## config.mk

```make
export PLATFORM = sky130hd
export DESIGN_NAME = sme_fifo
export DESIGN_NICKNAME = d
export VERILOG_FILES = /design/src/rtl/core/sme_pkg.sv /design/src/rtl/core/sme_fifo.sv
export VERILOG_INCLUDE_DIRS = /design/src /design/src/rtl/core
export SDC_FILE = /design/constraint.sdc
export NUM_CORES = 1
export LEC_CHECK = 0
export BUFFER_PORTS_ARGS = -buffer_cell sky130_fd_sc_hd__buf_4
export CAP_MARGIN = 0
export CELL_PAD_IN_SITES_DETAIL_PLACEMENT = 0
export CELL_PAD_IN_SITES_GLOBAL_PLACEMENT = 1
export CORE_AREA = 2 2 39 41
export CTS_CLUSTER_SIZE = 25
export DETAILED_ROUTE_END_ITERATION = 16
export DIE_AREA = 0 0 41 43
export GPL_TIMING_DRIVEN = 0
export PLACE_DENSITY_LB_ADDON = 0.08
export SYNTH_ARGS = -nofsm -noshare
export SYNTH_HDL_FRONTEND = slang
export SYNTH_SLANG_ARGS = --single-unit
```

## constraint.sdc

```tcl
create_clock -name clk -period 1.7 [get_ports clk]
set_clock_uncertainty 0.05 [all_clocks]
set_input_delay 0.17 -clock clk [delete_from_list [all_inputs] [get_ports clk]]
set_output_delay 0.17 -clock clk [all_outputs]
set_load 0.005 [all_outputs]
```

## src/rtl/core/stack_machine_executor_unit_defines.svh

```systemverilog
// Assertion macros shared by the stack machine executor RTL.
`ifndef STACK_MACHINE_EXECUTOR_UNIT_DEFINES_SVH
`define STACK_MACHINE_EXECUTOR_UNIT_DEFINES_SVH

// Checks that a condition holds at every clock edge outside reset.
`define SME_ASSERT_ALW(label, cond, msg) \
  label: assert property (@(posedge clk) disable iff (rst) (cond)) else $error(msg);

// Checks that the consequent holds in the same cycle as the antecedent.
`define SME_ASSERT_IMP(label, ante, cons, msg) \
  label: assert property (@(posedge clk) disable iff (rst) (ante) |-> (cons)) \
    else $error(msg);

// Checks that the consequent holds in the cycle after the antecedent.
`define SME_ASSERT_NXT(label, ante, cons, msg) \
  label: assert property (@(posedge clk) disable iff (rst) (ante) |=> (cons)) \
    else $error(msg);

`endif

```

## src/rtl/core/sme_pkg.sv

```systemverilog
// Shared types and constants for the stack machine executor.
`timescale 1ns / 1ps
package sme_pkg;

  // Default sizes of the stack, the data memory and the program.
  localparam int STACK_DEPTH_DEF = 1024;
  localparam int DATA_DEPTH_DEF  = 1024;
  localparam int PROG_DEPTH_DEF  = 1024;

  // Depth of the queues between the stages.
  localparam int QUEUE_DEPTH = 2;

  // Field widths of a beat.
  localparam int CMD_W   = 4;
  localparam int WORD_W  = 32;
  localparam int TGT_W   = 10;
  localparam int STAT_W  = 3;

  // Constants produced by the compare instruction.
  localparam logic signed [WORD_W-1:0] VAL_ONE       = 32'sd1;
  localparam logic signed [WORD_W-1:0] VAL_MINUS_ONE = -32'sd1;
  localparam logic signed [WORD_W-1:0] VAL_ZERO      = 32'sd0;

  // Instruction codes; anything unlisted decodes to a no-op.
  typedef enum logic [CMD_W-1:0] {
    OP_LD  = 4'd0,
    OP_ST  = 4'd1,
    OP_LDC = 4'd2,
    OP_ADD = 4'd3,
    OP_SUB = 4'd4,
    OP_CMP = 4'd5,
    OP_JMP = 4'd6,
    OP_BR  = 4'd7,
    OP_RET = 4'd8,
    OP_NOP = 4'd15
  } op_t;

  // Result status codes.
  typedef enum logic [STAT_W-1:0] {
    ST_OK    = 3'd0,
    ST_HALT  = 3'd1,
    ST_OVER  = 3'd2,
    ST_UNDER = 3'd3,
    ST_ADDR  = 3'd4
  } status_t;

  // Decoded instruction handed from the front to the back.
  typedef struct packed {
    op_t                      op;
    logic signed [WORD_W-1:0] operand;
    logic [TGT_W-1:0]         target;
    logic                     addr_ok;
    logic                     tgt_ok;
  } dec_t;

  // One result beat.
  typedef struct packed {
    logic [TGT_W-1:0]         next_pc;
    status_t                  status;
    logic signed [WORD_W-1:0] value;
  } res_t;

  // Status that the back reports to the front.
  typedef struct packed {
    logic clearing;
  } back_stat_t;

endpackage

```

## src/rtl/core/sme_fifo.sv

```systemverilog
// Small first-in first-out queue with full and empty flags.
`timescale 1ns / 1ps
`include "stack_machine_executor_unit_defines.svh"
module sme_fifo #(
  parameter int WIDTH = 1,
  parameter int DEPTH = sme_pkg::QUEUE_DEPTH
) (
  input  logic             clk,
  input  logic             rst,
  input  logic             wr,
  input  logic [WIDTH-1:0] wdata,
  output logic             full,
  input  logic             rd,
  output logic [WIDTH-1:0] rdata,
  output logic             empty
);

  localparam int PW   = (DEPTH > 1) ? $clog2(DEPTH) : 1;
  localparam int CNTW = $clog2(DEPTH + 1);

  logic [WIDTH-1:0] mem [DEPTH];
  logic [PW-1:0]    wr_ptr;
  logic [PW-1:0]    rd_ptr;
  logic [CNTW-1:0]  count;
  logic             wr_fire;
  logic             rd_fire;

  // Flags and handshake qualification.
  assign full    = (count == CNTW'(DEPTH));
  assign empty   = (count == '0);
  assign wr_fire = wr && !full;
  assign rd_fire = rd && !empty;
  assign rdata   = mem[rd_ptr];

  // Storage for the waiting beats.
  always_ff @(posedge clk) begin
    if (wr_fire) begin
      mem[wr_ptr] <= wdata;
    end
  end

  // Pointers and fill count.
  always_ff @(posedge clk) begin
    if (rst) begin
      wr_ptr <= '0;
      rd_ptr <= '0;
      count  <= '0;
    end else begin
      if (wr_fire) begin
        wr_ptr <= (wr_ptr == PW'(DEPTH - 1)) ? '0 : wr_ptr + PW'(1);
      end
      if (rd_fire) begin
        rd_ptr <= (rd_ptr == PW'(DEPTH - 1)) ? '0 : rd_ptr + PW'(1);
      end
      if (wr_fire && !rd_fire) begin
        count <= count + CNTW'(1);
      end else if (rd_fire && !wr_fire) begin
        count <= count - CNTW'(1);
      end
    end
  end

  // The fill count tracks the beats in and out.
  `SME_ASSERT_ALW(a_fifo_bound, count <= CNTW'(DEPTH), "fifo count beyond depth")
  `SME_ASSERT_NXT(a_fifo_up, wr_fire && !rd_fire, count == $past(count) + CNTW'(1), "fifo count did not rise")
  `SME_ASSERT_NXT(a_fifo_dn, rd_fire && !wr_fire, count == $past(count) - CNTW'(1), "fifo count did not fall")

endmodule

```

== After elaboration in Yosys (flattened, before gate mapping) ==
Memory sizes are Yosys's and may differ from the RTL's. A register that Yosys moved wholly into a read port is not among the register bits.
Index checks and enable logic that the tools add are counted.

* Add/subtract/negate cells: 4
* Mux-type cells: 8
* Reductions and logical operators: 10
* Eq/ne operators: 1

{| class="wikitable"
|+ Operators with widths
! operator !! number
|-
| $mux W1 || 6
|-
| $logic_and A1 B1 Y1 || 4
|-
| $logic_not A1 Y1 || 4
|-
| $mux W2 || 2
|-
| $add A1 B1 Y1 const B || 2
|-
| $add A2 B1 Y2 const B || 1
|-
| $eq A2 B2 Y1 const B || 1
|-
| $logic_not A2 Y1 || 1
|-
| $reduce_bool A2 Y1 || 1
|-
| $sub A2 B1 Y2 const B || 1
|}

* Logic and storage cells: 27
* Output and inout bits: 3
* Memory bits (writable): 2
* Memories kept: 1
* Input bits: 5
* Flip-flop bits (word level): 4

{| class="wikitable"
|+ Memory list
! memory !! words !! width !! rd ports !! clocked after Yosys merged registers in !! wr ports !! line !! RTL
|-
| mem || 2 || 1 || 1 || 1 || 1 || sme_fifo.sv:21 || <nowiki>logic [WIDTH-1:0] mem [DEPTH];</nowiki>
|}

== Longest topological paths before layout ==
Gate-level depths: netlist of run 1.

* Depth after elaboration: 7
* Depth in mapped cells: 6

== Worst setup path after synthesis of run 1 ==
No wires, ideal clock.

* Path type: register to register
* Start point: register count[1]
* End point: register count[1]
* Setup time: 0.070 ns
* Cell stages (with the launch flop): 6
* Buffers on the path: 0
* Slack: 0.229 ns
* Required time: 1.580 ns
* Arrival time: 1.351 ns
* Period minus slack after synthesis: 1.471 ns
* Cells stage by stage: dfxtp_1 > nor2b_2 > nor2_1 > ha_1 > or3_1 > a21oi_1

* Cells in the longest elaborated chain, start to end: 6
* Elaborated cells between the ends (all ways): 15
* Those cells by class: add/sub: 2; eq/ne: 1; mux: 2; reduce/logical: 10

{| class="wikitable"
|+ RTL lines
! what !! line !! RTL
|-
| start, declared || sme_fifo.sv:24 || <nowiki>logic [CNTW-1:0] count;</nowiki>
|-
| start signal, assigned || sme_fifo.sv:56 || <nowiki>count <= count + CNTW'(1);</nowiki>
|-
| start signal, assigned || sme_fifo.sv:58 || <nowiki>count <= count - CNTW'(1);</nowiki>
|-
| $eq A2 B2 Y1 (*) || sme_fifo.sv:29 || <nowiki>assign full = (count == CNTW'(DEPTH));</nowiki>
|-
| named net full || sme_fifo.sv:12 || <nowiki>output logic full,</nowiki>
|-
| $logic_not A1 Y1 (*) || sme_fifo.sv:31 || <nowiki>assign wr_fire = wr && !full;</nowiki>
|-
| $logic_and A1 B1 Y1 (*) || sme_fifo.sv:31 ||
|-
| $logic_not A1 Y1 || sme_fifo.sv:57 || <nowiki>end else if (rd_fire && !wr_fire) begin</nowiki>
|-
| $logic_and A1 B1 Y1 || sme_fifo.sv:57 ||
|-
| $reduce_bool A2 Y1 (no line) || n/a ||
|}

The timed path passes the listed nets; every way through them passes the cells marked *. The select of a mux whose other input is x is not followed.
A chain may end at the register's enable or synchronous reset.

== Final worst setup path of run 1 ==
* Start point: register count[1]
* End point: register count[1]

* Cells in the longest elaborated chain, start to end: 6
* Elaborated cells between the ends (all ways): 15
* Those cells by class: add/sub: 2; eq/ne: 1; mux: 2; reduce/logical: 10

{| class="wikitable"
|+ RTL lines
! what !! line
|-
| $eq A2 B2 Y1 or $logic_not A2 Y1 (tied branches) || sme_fifo.sv:29, sme_fifo.sv:30
|-
| $logic_not A1 Y1, on equally long branches || sme_fifo.sv:31, sme_fifo.sv:32
|-
| $logic_and A1 B1 Y1, on equally long branches || sme_fifo.sv:31, sme_fifo.sv:32
|-
| $logic_not A1 Y1, on equally long branches || sme_fifo.sv:57, sme_fifo.sv:55
|-
| $logic_and A1 B1 Y1, on equally long branches || sme_fifo.sv:57, sme_fifo.sv:55
|-
| $reduce_bool A2 Y1 (no line) or $mux W2 (tied branches) || n/a
|}

Parallel ways exist; a longest one is shown, timed or not. The select of a mux whose other input is x is not followed.

==> flow_summary.ini, run 1 <==
[layout]
fin_cells = 55
area_growth_pct = 34.2
diodes = 0
nets = 46
drive_gt1_share_pct = 30.8

[synthesis]
seq_area_frac_synth_pct = 55.4
yosys.area.top_type = dfxtp_1
synth_commonest_cells = dfxtp_1, nor2_1, o21ai_0, xor2_1
syn_inst = 28
synth_fp_nets = 34
async_flop_share_pct = 0
syn-mean-instance-area_um2 = 10.3
syn_area_um2 = 289
ys_ff_latch = 7
ys_warn_count = 0
synth_area_leaders = dfxtp_1, edfxtp_1, xor2_1
synth_ff_type = dfxtp_1
ys_types = 12
synth_top_area_share_pct = 34.6
synth_edf_count = 2

[global_route]
grt_pass1_wl_um = 917
grt_pass1_vias = 227
grt.overflow.total = 0
antenna_found_initial = 0
grt_max_degree = 6
grtUsageTotal_pct = 8.86

[critical_path]
crit_path_start_kind = register
max_stage_delay_ns = 0.37
timing.critical_path.buf_inv = 0
cp_top_family = simple AND/OR/NAND/NOR gates
cp.required_ns = 1.83
crit_path_top_delay_cell = dfxtp_1
path_cells = nor2b_2 -> nor2_1 -> ha_1 -> or3_1 -> a21oi_1
ff2ff_path_depth = 5
critPathKind = register to register
cp_num_cells = 5
worstPathArrival_ns = 1.72
worstPathMaxFanout = 5
cp-end-kind = register

[power_and_ir_drop]
vdd_ir_drop_max_v = 0.000600
combPwrFrac_pct = 35.5
power.internal_uw = 438
swShare_pct = 30.9
powerDensity_nw_per_um2 = 1630
clkPwrFrac_pct = 23.3
seqPwrFrac_pct = 41.2
switchingPower_uw = 196
p_leak_nw = 0.172
power_uw = 634

[cts]
clk_pin_slew_worst_paths_ns = 0.05
clkLatencyLatePin_ns = 0.25
clock_path_buffers = 2
htree_levels = 1
cts_tree = yes
clock_sinks = 7
cts_buffers = 3
post_cts_resize_count = 0
postCtsSetupBuffers = 0
cts-root-buf = clkbuf_4
cts_hold_buf = 0

[timing]
slew_violations = 0
hold_viol = 0
rsz0062_at_grt = false
min_period_ns = 1.59
holdWs_ns = 0.0554
tightest_slew_ns = 0.304
tns_ns = 0
setup_ws_ns = 0.115
min_period_over_period_pct = 93.3
fmax_mhz = 631
slew_headroom_pct = 79.5
final-setup-viol-count = 0

[route]
routed_wl_um = 506
num_vias = 227
ant_nets = 0
drc = 0
routedWlPerCell_um = 9.20
viasPerCell = 4.13
first_pass_iters = 2
drt_iter0_drc = 2

[placement]
pre_cts_slack_ns = 0.119
port_buffers = 7
place_congestion = 0.610
hpwl_um = 384
dp_cells = 51

[floorplanning]
io_pins = 8
initial_utilization_pct = 20.9
die_w_um = 41
core-area_um2 = 1380
num_rows = 14
die_h_um = 43
die_area_um2 = 1760

[worst_hold_path]
min_path_cells = 1
hold_class = input port to register

[flow_run]
drv_cap = 0

[status]
outcome = finished, final reports clean
## final cells by class
class                           instances  area (um2)
Fill cell                             149         996
Sequential cell                         7         160
Multi-Input combinational cell         19         121
Timing Repair Buffer                    7        52.6
Clock buffer                            4        26.3
Tap cell                               16        20.0
Inverter                                2        7.51
## cells in the final DEF, fill, tap and decap left out, drive strengths merged
cell and count:
mux2 1, edfxtp 2, or3 2, xor2 3, clkbuf 4, buf 7, nor2 5, o21ai 3
inv 2, a21oi 2, nor2b 1, dfxtp 5, and2 1, ha 1
## logic make-up after synthesis
group                      after synthesis  synth area share, %
and+or+nand+nor                          9                 16.0
adders and majority gates                1                 4.33
AOI/OAI and AO/OA                        5                 8.66
xor gates and xnor gates                 3                 9.09
muxes                                    1                 3.90
DFF                                      7                 55.4
buffers and inverters                    2                 2.60
## metrics by stage
stage          instance area (um2)  util [%]
2_1_floorplan                  289         -
3_3_place_gp                   362      26.1
3_5_place_dp                   362      26.1
4_1_cts                        388      28.0
5_1_grt                        388      28.0
6_report                       388      28.0
## worst register-to-register path: cells and delay by family, from the launching register on
family                     cells  cell delay [ns]
and+or+nand+nor                3             0.65
DFF                            1             0.37
adders and majority gates      1             0.31
AOI/OAI and AO/OA              1             0.14
## routing by layer
| metal | global-route usage [%] | part of all wire, % | routed length [um] | up-vias |
|---|---|---|---|---|
| met5 | 0 | 0 | 0 | - |
| met4 | 6.00 | 1.6 | 8 | 0 |
| met3 | 9.42 | 11 | 55 | 2 |
| met2 | 11.3 | 49 | 246 | 7 |
| met1 | 8.12 | 38 | 194 | 103 |
| li1 | - | - | - | 115 |
## path summary, 6_finish.rpt
| kind | start | to | slack (ns) |
|---|---|---|---|
| worst min-delay path | wdata | mem[1] | 0.06 |
| worst max register to register | count[1] | count[1] | 0.11 |
| worst max-delay path | count[1] | count[1] | 0.11 |
| worst min register to register | wr_ptr | wr_ptr | 0.43 |
## power by group through the flow
stage	clock [mW]	combinational, mW	sequential [mW]
finish	0.148	0.225	0.261
CTS	0.156	0.230	0.261
floorplan	0	0.149	0.255
detailed placement	0	0.227	0.264
global placement	0	0.223	0.261
global route	0.176	0.258	0.267
(Power assumes the default switching activity.)
==> run 2, diff against run 1 <==
ABC_AREA = 1   (was not set)
==> run 2 against run 1 <==
  * Register-to-register slack better by 0.10 ns
  * Fmax up 7.1%
  * Sequential power is 2% higher
  * Count of clock-buffer cells in the layout is the same
  * Global-route usage increased by 0.28 points
  * Critical path depth up 4
  * Cell count grew 22%
  * Setup slack improved by 0.10 ns
  * Wire length is 19% higher
  * Non-clock buffer count did not move
  * Clock power barely moved
  * Combinational power rose by 16%
  * Largest power group unchanged
==> flow_summary.ini, run 2 <==
[layout]
area_growth_pct = 30.5
post-route-util_pct = 30.6
layout_common_cells = nor2_1, buf_4, inv_1
final-seq-area_um2 = 160
n_fill_cell = 156
layout_commonest_cell = nor2_1
final_area_um2 = 423
multi_input_area_um2 = 130
drive_gt1_share_pct = 33.3
diodes = 0
nets = 58

[placement]
hpwl_um = 483
port_buffers = 7
post_dp_cell_area_um2 = 397
place_congestion = 0.630

[synthesis]
syn_area_um2 = 324
async_flop_share_pct = 0
synth_top_area_share_pct = 30.9
yosys.area.top_type = dfxtp_1
syn-mean-instance-area_um2 = 8.10
synth_edf_count = 2
syn_inst = 40
synth.most_common_cell = nor2_1
ys_types = 16
synth_fp_nets = 46
synth_commonest_cells = nor2_1, inv_1, dfxtp_1
seq_area_frac_synth_pct = 49.4
synth_area_leaders = dfxtp_1, edfxtp_1, nor2_1
ys_ff_latch = 7
ys_warn_count = 0
synth_ff_type = dfxtp_1

[status]
outcome = finished, final reports clean

[cts]
htree_levels = 1
clock_sinks = 7
clock_path_buffers = 2
cts_buffers = 3
cts_tree = yes
clk_pin_slew_worst_paths_ns = 0.05
cts_hold_buf = 0
clkLatencyLatePin_ns = 0.25
postCtsSetupBuffers = 0
post_cts_resize_count = 0
cts-root-buf = clkbuf_4

[timing]
min_period_ns = 1.48
tns_ns = 0
slew_headroom_pct = 83.3
fmax_mhz = 675
min_period_over_period_pct = 87.1
rsz0062_at_grt = false
tightest_slew_ns = 0.250
hold_viol = 0
final-setup-viol-count = 0
slew_violations = 0

[global_route]
grt_max_degree = 7
grt_pass1_wl_um = 966
antenna_found_initial = 0
grt.overflow.total = 0
grt_pass1_vias = 255
grtUsageTotal_pct = 9.15

[route]
drc = 0
viasPerCell = 3.96
first_pass_iters = 4
num_vias = 265
routed_wl_um = 602
drt_iter0_drc = 5
ant_nets = 0
routedWlPerCell_um = 8.99

[floorplanning]
die_h_um = 43
core-area_um2 = 1380
die_area_um2 = 1760
io_pins = 8
initial_utilization_pct = 23.4
die_w_um = 41
num_rows = 14

[flow_run]
drv_cap = 0

[power_and_ir_drop]
p_leak_nw = 0.197
vdd_ir_drop_max_v = 0.000452
powerDensity_nw_per_um2 = 1600

[worst_hold_path]
hold_class = input port to register

[critical_path]
cp-end-kind = register
crit_path_start_kind = register
critPathKind = register to register
worstPathArrival_ns = 1.62
cp.required_ns = 1.84
worstPathMaxFanout = 4
run 2: cell count changes after synthesis, sizes merged, moves of 2 or more:
cell   previous run  this run
xor2              3         0
nand2             0         4
inv               2         9
or3               2         0
o21ai             3         5
nor2              5         9
run 2: worst max-delay path, cell delays in order (launching register included):
cell     delay, ns
dfxtp_1       0.41
inv_2         0.07
o21ai_2       0.19
inv_2         0.06
ha_1          0.30
inv_1         0.08
nand3_1       0.08
nand2_1       0.06
inv_1         0.03
nor2_1        0.09
run 2: layout make-up:
| type | instances | area share (%) |
|---|---|---|
| inverters | 9 | 7.99 |
| repair buffers | 7 | 12.4 |
| multi-input cells | 24 | 30.8 |
| clock buffers | 4 | 6.21 |
| flip-flops and latches | 7 | 37.9 |
| well taps | 16 | 4.73 |
run 2: cell families after synthesis:
logic type	count (synthesis)	share of synthesized area, %
buffers and inverters	9	10.4
muxes	1	3.47
and+or+nand+nor	16	21.2
AOI/OAI and AO/OA	6	11.6
DFF	7	49.4
adders and majority gates	1	3.86
run 2: through the flow:
step | worst slack [ns] | hold WS, ns | total power [mW] | std cells
after floorplan | 0.363 | 0.219 | 0.441 | 40
after global placement | 0.244 | 0.308 | 0.524 | 63
after detailed placement | 0.216 | 0.317 | 0.533 | 63
after CTS | 0.198 | 0.0525 | 0.695 | 67
after global routing | 0.0793 | 0.0535 | 0.739 | 67
final | 0.219 | 0.0621 | 0.678 | 67
run 2: worst paths after layout:
| kind | slack [ns] | from | end | depth (start not counted) |
|---|---|---|---|---|
| setup / recovery | 0.22 | count[1] | count[1] | 9 |
| hold / removal | 0.06 | wdata | mem[0] | 1 |
| setup reg to reg | 0.22 | count[1] | count[1] | 9 |
| hold reg to reg | 0.46 | wr_ptr | wr_ptr | 2 |
run 2: where the power goes:
group,total [mW],internal (mW),switching [mW]
clock network,0.151,0.0896,0.0614
registers,0.265,0.221,0.0448
logic,0.261,0.127,0.135
total,0.678,0.437,0.241
run 2: per-layer routing:
layer	vias up	GRT usage [%]	share of wire (%)
li1	146	-	-
met1	113	7.74	39
met2	6	14.4	52
met3	0	7.85	8.6
met4	0	4.00	0
met5	-	0	0
